==> src/rtl/core/text_line_ending_filter_defines.svh <==
// ----------------------------------------------------------------------------
// Assertion macros for the text line ending filter
// Clocked on clk, disabled while rst is high.
// ----------------------------------------------------------------------------
`ifndef TEXT_LINE_ENDING_FILTER_DEFINES_SVH
`define TEXT_LINE_ENDING_FILTER_DEFINES_SVH

// Same-cycle implication
`define TLEF_ASSERT_IMPLY(label, ante, cons, msg) \
  label: assert property (@(posedge clk) disable iff (rst) (ante) |-> (cons)) \
    else $error(msg);

// Next-cycle implication
`define TLEF_ASSERT_NEXT(label, ante, cons, msg) \
  label: assert property (@(posedge clk) disable iff (rst) (ante) |=> (cons)) \
    else $error(msg);

`endif

==> src/rtl/core/tlef_pkg.sv <==
// ----------------------------------------------------------------------------
// tlef_pkg
// Types and constants shared by the text line ending filter.
// ----------------------------------------------------------------------------
package tlef_pkg;

  localparam logic [7:0] CH_CR    = 8'h0D;
  localparam logic [7:0] CH_LF    = 8'h0A;
  localparam logic [7:0] CH_TAB   = 8'h09;
  localparam logic [7:0] CH_SPACE = 8'h20;
  localparam logic [7:0] CH_EXCL  = 8'h21;
  localparam logic [7:0] CH_TILDE = 8'h7E;
  localparam logic [7:0] CH_EOT   = 8'h1A;

  localparam logic [1:0] SP_ASIS   = 2'd0;
  localparam logic [1:0] SP_DOUBLE = 2'd1;
  localparam logic [1:0] SP_SINGLE = 2'd2;

  localparam logic [2:0] CFG_KEEP_BLANKS      = 3'd0;
  localparam logic [2:0] CFG_ADD_CR_BEFORE_LF = 3'd1;
  localparam logic [2:0] CFG_KEEP_LF          = 3'd2;
  localparam logic [2:0] CFG_ADD_LF_AFTER_CR  = 3'd3;
  localparam logic [2:0] CFG_KEEP_CR          = 3'd4;
  localparam logic [2:0] CFG_SPACING_MODE     = 3'd5;

  typedef enum logic [2:0] {
    PH_IDLE,
    PH_DBL_CR,
    PH_SGL_CR,
    PH_SGL_CRLF,
    PH_SGL_HELD
  } phase_t;

  typedef struct packed {
    logic       keep_blanks;
    logic       add_cr_before_lf;
    logic       keep_lf;
    logic       add_lf_after_cr;
    logic       keep_cr;
    logic [1:0] spacing_mode;
  } cfg_t;

  // bytes: first byte in the lowest bits; cnt: 1..3; eot marks the last byte
  typedef struct packed {
    logic [23:0] bytes;
    logic [1:0]  cnt;
    logic        eot;
  } job_t;

endpackage

==> src/rtl/core/tlef_front.sv <==
// ----------------------------------------------------------------------------
// tlef_front
// Classifies each input byte, tracks the lookahead phase and builds a job
// of up to three output bytes.
// ----------------------------------------------------------------------------
module tlef_front (
  input  logic            clk,
  input  logic            rst,
  input  logic            in_valid,
  output logic            in_ready,
  input  logic [7:0]      data_byte,
  input  logic            end_marker,
  input  tlef_pkg::cfg_t  cfg,
  output logic            push_valid,
  input  logic            push_ready,
  output tlef_pkg::job_t  job
);
  import tlef_pkg::*;

  phase_t phase;
  phase_t phase_next;

  logic        accept;
  logic        end_item;
  logic        is_lf;
  logic        is_cr;
  logic        match;
  logic [23:0] ob;
  logic [1:0]  n;
  logic        eot;

  function automatic logic [23:0] place(logic [7:0] x, logic [1:0] pos);
    return {16'h0000, x} << {pos, 3'b000};
  endfunction

  assign in_ready = push_ready;
  assign accept   = in_valid && in_ready;
  assign end_item = end_marker || (data_byte == CH_EOT);
  assign is_lf    = !end_item && (data_byte == CH_LF);
  assign is_cr    = !end_item && (data_byte == CH_CR);

  assign match = ((phase == PH_DBL_CR)   && is_lf) ||
                 ((phase == PH_SGL_CR)   && is_lf) ||
                 ((phase == PH_SGL_CRLF) && is_cr) ||
                 ((phase == PH_SGL_HELD) && is_lf);

  always_comb begin
    phase_next = PH_IDLE;
    if (match) begin
      case (phase)
        PH_SGL_CR:   phase_next = PH_SGL_CRLF;
        PH_SGL_CRLF: phase_next = PH_SGL_HELD;
        default:     phase_next = PH_IDLE;
      endcase
    end else if (is_cr) begin
      case (cfg.spacing_mode)
        SP_DOUBLE: phase_next = PH_DBL_CR;
        SP_SINGLE: phase_next = PH_SGL_CR;
        default:   phase_next = PH_IDLE;
      endcase
    end
  end

  always_comb begin
    ob  = '0;
    n   = '0;
    eot = 1'b0;
    if (match) begin
      case (phase)
        PH_DBL_CR: begin
          ob = {CH_LF, CH_CR, CH_LF};
          n  = 2'd3;
        end
        PH_SGL_CR: begin
          ob = place(CH_LF, 2'd0);
          n  = 2'd1;
        end
        default: ;
      endcase
    end else begin
      if (phase == PH_SGL_HELD) begin
        ob = place(CH_CR, 2'd0);
        n  = 2'd1;
      end
      if (end_item) begin
        ob  = ob | place(CH_EOT, n);
        n   = n + 2'd1;
        eot = 1'b1;
      end else if (data_byte inside {CH_TAB, [CH_EXCL:CH_TILDE]}) begin
        ob = ob | place(data_byte, n);
        n  = n + 2'd1;
      end else if (data_byte == CH_SPACE) begin
        if (cfg.keep_blanks) begin
          ob = ob | place(data_byte, n);
          n  = n + 2'd1;
        end
      end else if (data_byte == CH_LF) begin
        if (cfg.add_cr_before_lf) begin
          ob = ob | place(CH_CR, n);
          n  = n + 2'd1;
        end
        if (cfg.keep_lf) begin
          ob = ob | place(CH_LF, n);
          n  = n + 2'd1;
        end
      end else if (data_byte == CH_CR) begin
        if (cfg.spacing_mode == SP_DOUBLE || cfg.spacing_mode == SP_SINGLE) begin
          ob = ob | place(CH_CR, n);
          n  = n + 2'd1;
        end else begin
          if (cfg.keep_cr) begin
            ob = ob | place(CH_CR, n);
            n  = n + 2'd1;
          end
          if (cfg.add_lf_after_cr) begin
            ob = ob | place(CH_LF, n);
            n  = n + 2'd1;
          end
        end
      end
    end
  end

  assign push_valid = accept && (n != 2'd0);
  assign job.bytes  = ob;
  assign job.cnt    = n;
  assign job.eot    = eot;

  always_ff @(posedge clk) begin
    if (rst) begin
      phase <= PH_IDLE;
    end else if (accept) begin
      phase <= phase_next;
    end
  end

endmodule

==> src/rtl/core/tlef_fifo.sv <==
// ----------------------------------------------------------------------------
// tlef_fifo
// Short job queue between the front and back parts.
// ----------------------------------------------------------------------------
module tlef_fifo #(
  parameter int DEPTH = 4
) (
  input  logic            clk,
  input  logic            rst,
  input  logic            in_valid,
  output logic            in_ready,
  input  tlef_pkg::job_t  in_job,
  output logic            out_valid,
  input  logic            out_ready,
  output tlef_pkg::job_t  out_job
);
  import tlef_pkg::*;

  localparam int AW = $clog2(DEPTH);
  localparam int CW = $clog2(DEPTH + 1);

  job_t          mem [DEPTH];
  logic [AW-1:0] wr_ptr;
  logic [AW-1:0] rd_ptr;
  logic [CW-1:0] count;
  logic          push;
  logic          pop;

  assign in_ready  = (count != CW'(DEPTH));
  assign out_valid = (count != '0);
  assign push      = in_valid && in_ready;
  assign pop       = out_ready && out_valid;
  assign out_job   = mem[rd_ptr];

  always_ff @(posedge clk) begin
    if (push) begin
      mem[wr_ptr] <= in_job;
    end
  end

  always_ff @(posedge clk) begin
    if (rst) begin
      wr_ptr <= '0;
      rd_ptr <= '0;
      count  <= '0;
    end else begin
      if (push) begin
        wr_ptr <= (wr_ptr == AW'(DEPTH - 1)) ? '0 : wr_ptr + 1'b1;
      end
      if (pop) begin
        rd_ptr <= (rd_ptr == AW'(DEPTH - 1)) ? '0 : rd_ptr + 1'b1;
      end
      if (push && !pop) begin
        count <= count + 1'b1;
      end else if (pop && !push) begin
        count <= count - 1'b1;
      end
    end
  end

endmodule

==> src/rtl/core/tlef_back.sv <==
// ----------------------------------------------------------------------------
// tlef_back
// Unpacks queued jobs and sends one output word per cycle while m_tready is high.
// ----------------------------------------------------------------------------
module tlef_back (
  input  logic            clk,
  input  logic            rst,
  input  logic            q_valid,
  output logic            q_ready,
  input  tlef_pkg::job_t  q_job,
  output logic            m_tvalid,
  input  logic            m_tready,
  output logic [7:0]      m_tdata,
  output logic            m_tlast,
  output logic            m_tuser
);
  import tlef_pkg::*;
  `include "text_line_ending_filter_defines.svh"

  job_t       cur;
  logic [1:0] idx;
  logic       busy;
  logic       take;

  assign m_tvalid = busy;
  assign m_tdata  = cur.bytes[{idx, 3'b000} +: 8];
  assign m_tlast  = (idx == cur.cnt - 2'd1);
  assign m_tuser  = cur.eot && m_tlast;
  assign take     = m_tvalid && m_tready;
  assign q_ready  = !busy || (take && m_tlast);

  always_ff @(posedge clk) begin
    if (q_valid && q_ready) begin
      cur <= q_job;
    end
  end

  always_ff @(posedge clk) begin
    if (rst) begin
      busy <= 1'b0;
      idx  <= '0;
    end else if (q_valid && q_ready) begin
      busy <= 1'b1;
      idx  <= '0;
    end else if (take && m_tlast) begin
      busy <= 1'b0;
      idx  <= '0;
    end else if (take) begin
      idx <= idx + 2'd1;
    end
  end

  `TLEF_ASSERT_IMPLY(a_cnt_nonzero, busy, cur.cnt != 2'd0, "empty job loaded")
  `TLEF_ASSERT_IMPLY(a_idx_in_range, busy, idx < cur.cnt, "byte index past job end")
  `TLEF_ASSERT_IMPLY(a_eot_byte, m_tvalid && m_tuser, m_tdata == CH_EOT, "end mark on non-EOT byte")
  `TLEF_ASSERT_NEXT(a_drain_idle, take && m_tlast && !q_valid, !m_tvalid, "valid after drain")

endmodule

==> src/rtl/core/text_line_ending_filter.sv <==
// ----------------------------------------------------------------------------
// text_line_ending_filter: each accepted byte's job is written to the queue
// and then loaded into the back part's register before its first word is offered.
// Input takes one byte per cycle while the queue has room. Output sends one
// word per cycle while m_tready is high; a byte makes 0 to 3 words.
// Synchronous reset clears config to defaults, phase to idle, queue empty.
// ----------------------------------------------------------------------------
module text_line_ending_filter #(
  parameter int QUEUE_DEPTH = 4
) (
  input  logic       clk,
  input  logic       rst,
  input  logic       s_tvalid,
  output logic       s_tready,
  input  logic [7:0] s_tdata,   // [7:0] data_byte
  input  logic       s_tlast,   // end_marker
  output logic       m_tvalid,
  input  logic       m_tready,
  output logic [7:0] m_tdata,   // [7:0] out_byte
  output logic       m_tlast,   // last_in_run
  output logic       m_tuser,   // end_of_text
  input  logic       cfg_valid,
  output logic       cfg_ready,
  input  logic [2:0] cfg_index,
  input  logic [1:0] cfg_data
);
  import tlef_pkg::*;

  cfg_t cfg;
  job_t push_job;
  job_t pop_job;
  logic push_valid;
  logic push_ready;
  logic pop_valid;
  logic pop_ready;

  assign cfg_ready = 1'b1;

  always_ff @(posedge clk) begin
    if (rst) begin
      cfg.keep_blanks      <= 1'b1;
      cfg.add_cr_before_lf <= 1'b0;
      cfg.keep_lf          <= 1'b1;
      cfg.add_lf_after_cr  <= 1'b0;
      cfg.keep_cr          <= 1'b1;
      cfg.spacing_mode     <= SP_ASIS;
    end else if (cfg_valid && cfg_ready) begin
      case (cfg_index)
        CFG_KEEP_BLANKS:      cfg.keep_blanks      <= cfg_data[0];
        CFG_ADD_CR_BEFORE_LF: cfg.add_cr_before_lf <= cfg_data[0];
        CFG_KEEP_LF:          cfg.keep_lf          <= cfg_data[0];
        CFG_ADD_LF_AFTER_CR:  cfg.add_lf_after_cr  <= cfg_data[0];
        CFG_KEEP_CR:          cfg.keep_cr          <= cfg_data[0];
        CFG_SPACING_MODE:     cfg.spacing_mode     <= cfg_data;
        default: ;
      endcase
    end
  end

  tlef_front u_front (
    .clk        (clk),
    .rst        (rst),
    .in_valid   (s_tvalid),
    .in_ready   (s_tready),
    .data_byte  (s_tdata),
    .end_marker (s_tlast),
    .cfg        (cfg),
    .push_valid (push_valid),
    .push_ready (push_ready),
    .job        (push_job)
  );

  tlef_fifo #(
    .DEPTH (QUEUE_DEPTH)
  ) u_fifo (
    .clk       (clk),
    .rst       (rst),
    .in_valid  (push_valid),
    .in_ready  (push_ready),
    .in_job    (push_job),
    .out_valid (pop_valid),
    .out_ready (pop_ready),
    .out_job   (pop_job)
  );

  tlef_back u_back (
    .clk      (clk),
    .rst      (rst),
    .q_valid  (pop_valid),
    .q_ready  (pop_ready),
    .q_job    (pop_job),
    .m_tvalid (m_tvalid),
    .m_tready (m_tready),
    .m_tdata  (m_tdata),
    .m_tlast  (m_tlast),
    .m_tuser  (m_tuser)
  );

endmodule

==> config.mk <==
export PLATFORM = sky130hd
export DESIGN_NAME = text_line_ending_filter
export DESIGN_NICKNAME = d
export VERILOG_FILES = /design/src/rtl/core/tlef_pkg.sv /design/src/rtl/core/tlef_front.sv /design/src/rtl/core/tlef_fifo.sv /design/src/rtl/core/tlef_back.sv /design/src/rtl/core/text_line_ending_filter.sv
export VERILOG_INCLUDE_DIRS = /design/src /design/src/rtl/core
export SDC_FILE = /design/constraint.sdc
export NUM_CORES = 1
export LEC_CHECK = 0
export BUFFER_PORTS_ARGS = -buffer_cell sky130_fd_sc_hd__buf_4
export CORE_ASPECT_RATIO = 0.5
export CORE_MARGIN = 8
export CORE_UTILIZATION = 50
export CTS_CLUSTER_SIZE = 10
export DETAILED_ROUTE_END_ITERATION = 6
export GPL_TIMING_DRIVEN = 0
export PLACE_DENSITY = 0.81
export SYNTH_ARGS = -nofsm -noshare
export SYNTH_HDL_FRONTEND = slang
export SYNTH_SLANG_ARGS = --single-unit
==> constraint.sdc <==
create_clock -name clk -period 3.7 [get_ports clk]
set_input_delay 0.74 -clock clk [delete_from_list [all_inputs] [get_ports clk]]
set_output_delay 0.74 -clock clk [all_outputs]
set_load 0.02 [all_outputs]
==> results.toml <==
[outcome]
outcome = "complete, no violations"

[placed_design]
gp_congestion = 0.9284
port_buffers = 28
pre_cts_ws_ns = -0.4119
postPlaceCellArea_um2 = 6070
dp.cells = 580
dp_hpwl_um = 7890

[run]
max_cap_viol_count = 0

[global_routing]
grt_pass1_vias = 3681
grt_max_degree = 26
grt_pass1_wl_um = 19950
grt-ovfl-total = 0
grt_use_total_pct = 16.96
antenna_found_initial = 0

[routing]
post-route-drc-count = 0
drt-vias-per-instance = 5.894
detail-route-antenna-nets = 0
vias = 3684
first_pass_iters = 5
wl_um = 12850
detail_route.wl_per_cell_um = 20.55
drt-initial-drc-count = 321

[die]
die_y_um = 91.02
initial_core_util_pct = 51.26
boundaryPins = 32
die_area_um2 = 15110
coreArea_um2 = 10980
die_width_um = 166.0
fp-row-count = 27

[clock_network]
clk_pin_slew_ns = 0.05
clockRootBuffer = "clkbuf_16"
cts_tree = "yes"
cts_sinks = 120
cts_buffers = 17
clock_latency_ns = 0.42
clk_path_buf_depth = 2
cts.htree.levels = 4

[hold_path]
hold_class = "reg -> reg"
hold_start = "u_front.phase[2]"

[layout]
nNetsFinal = 503
drive_gt1_share_pct = 26.25
finalInstanceArea_um2 = 6893
n_fill_cell = 744
mostFrequentLayoutCell = "edfxtp_1"
final_cell_count_no_fill = 625
diodes = 0
syn2layout_area_growth_pct = 22.48
final_cell_mix = "100 x edfxtp_1, 44 x buf_4, 36 x nor2_1"

[power_and_ir_drop]
ir_worst_vdd_v = 0.0004598
p_int_w = 0.003383
p_sw_share_pct = 28.76
pwr-share-clk_pct = 36.5
power_switching_w = 0.001366
power_density_nw_per_um2 = 689.0
power_frac_comb_pct = 24.2
sequentialPowerShare_pct = 39.3
leakage_nw = 2.445

[critical_path]
crit-reg2reg-launch = "u_front.phase[2]"
cp-startpoint = "u_front.phase[2]"
cpPeakStageDelay_ns = 0.38
setup.worst_path.start_class = "register"
crit_required_ns = 4.04
crit_path_end_kind = "register"
crit_chain = "or3b_1, buf_6, ha_4, nand2b_1, and3_4, o32ai_4, a21oi_2, a211oi_2, or2_1, buf_6, ha_4, inv_1, fa_2, xor2_2, or3_1, a21oi_1"
critPathMaxFanout = 6
critPathKind = "reg -> reg"
critical-path-slowest-cell = "or3b_1"
arrival_ns = 3.92

[sta]
setup_tns_ns = 0
fin_ws_ns = 0.1192
clock.fmax_mhz = 279.3
timing.hold.ws_ns = 0.4936
hold_viol = 0
final.min_clock_period_ns = 3.581
relSlewSlack_pct = 31.28
tightestPinTransition_ns = 1.031
setup_viol = 0
fin_crit_sh_pct = 96.78
finalClockSkew_ns = 0.009064
maxSlewViolCount = 0

[logic_synthesis]
synthCells = 400
async_flop_share_pct = 0
syn-cell-area_um2 = 5628
seq_area_frac_synth_pct = 60.47
synth_edf_count = 100
ys_ff_latch = 120
ys_types = 69
synth-main-ff-cell = "edfxtp_1"
syn_area_per_cell_um2 = 14.07
yosysWarningCount = 0
per-layer routing:
metal | vias up | wire length [µm] | global-route usage [%]
met5 | - | 0 | 0
li1 | 1674 | - | -
met3 | 31 | 805 | 4.922
met4 | 0 | 333 | 6.837
met1 | 1828 | 5372 | 20.38
met2 | 151 | 6335 | 28.62
layout make-up:
| type | instances | area, µm² | area share (%) |
|---|---|---|---|
| Buffer | 15 | 90.09 | 1.307 |
| Timing Repair Buffer | 41 | 307.8 | 4.465 |
| Clock buffer | 20 | 436.7 | 6.335 |
| Inverter | 13 | 61.31 | 0.8895 |
| Multi-Input combinational cell | 259 | 2232 | 32.38 |
| Clock inverter | 12 | 173.9 | 2.523 |
| Tap cell | 145 | 181.4 | 2.632 |
| Sequential cell | 120 | 3410 | 49.46 |
synth_stat cells (all sizes together) (5+ instances only):
cell type,n,area share [%]
nor2,36,2.4
o21ai,15,1.5
buf,9,1.0
and3,5,0.56
a21oi,15,1.3
clkbuf,6,0.40
nor3,9,0.89
nand2,27,1.8
dfxtp,20,7.1
ha,16,3.6
edfxtp,100,53
inv,12,0.80
mux4,20,8.0
a31oi,6,0.67
and2,7,0.78
or2,5,0.56
mux2i,16,2.8
nand2b,5,0.56
stage by stage:
step                utilization [%]  total power (W)
floorplan                         -         0.002611
global placement              55.28         0.002920
detailed placement            55.28         0.002967
CTS                           61.22         0.004744
global route                  62.78         0.004915
finish                        62.78         0.004749
worst paths after layout:
kind,to,slack [ns],cells after the start
worst max-delay path,u_fifo.count[2],0.12,16
worst min-delay path,u_front.phase[2],0.49,2
worst max register to register,u_fifo.count[2],0.12,16
worst min register to register,u_front.phase[2],0.49,2
sequential cells by signal (all words and copies together) (netlist names):
| name | count |
|---|---|
| cfg | 7 |
| u_back.m_tvalid | 1 |
| u_fifo.mem | 80 |
| u_fifo.wr_ptr | 2 |
| u_back.cur | 20 |
| u_fifo.count | 3 |
| u_fifo.rd_ptr | 2 |
| u_front.phase | 3 |
| u_back.idx | 2 |
worst max-delay path: cells and delay by family, from the launching register on:
kind	cells	cell delay (ns)
buffers and inverters	3	0.33
flip-flops	1	0.36
adder cells (fa/ha/maj)	3	0.66
AO/OA/AOI/OAI	4	0.80
AND/OR/NAND/NOR	5	1.15
XOR/XNOR	1	0.20
power by group through the flow:
stage	registers [W]	clock network [W]	logic (W)
2_1_floorplan	0.00185	0	0.000757
4_1_cts	0.00187	0.00174	0.00114
3_3_place_gp	0.00187	0	0.00105
3_5_place_dp	0.00189	0	0.00108
6_report	0.00187	0.00173	0.00115
5_1_grt	0.00189	0.00179	0.00124
what timing repair did:
| item | 4_1_cts | 5_1_grt |
|---|---|---|
| endpoints found under the setup margin | 82 | 21 |
| setup buffers | 2 | 11 |
| gates resized for setup | 9 | 17 |
| pin swaps | 2 | 10 |
| hold endpoints to repair | 0 | 0 |
| hold buffers | 0 | 0 |
logic make-up (layout without fill, tap and decap cells):
logic type / after synthesis / in the layout / share of synthesized area (%)
AND/OR/NAND/NOR: 127 / 127 / 12.96
flip-flops: 120 / 120 / 60.47
AO/OA/AOI/OAI: 65 / 65 / 8.626
multiplexers: 36 / 36 / 10.85
buffers and inverters: 28 / 101 / 2.267
adder cells (fa/ha/maj): 17 / 17 / 3.913
XOR/XNOR: 5 / 5 / 0.7783
other: 2 / 9 / 0.1334
Note: power is estimated with default switching activity, not from simulation.
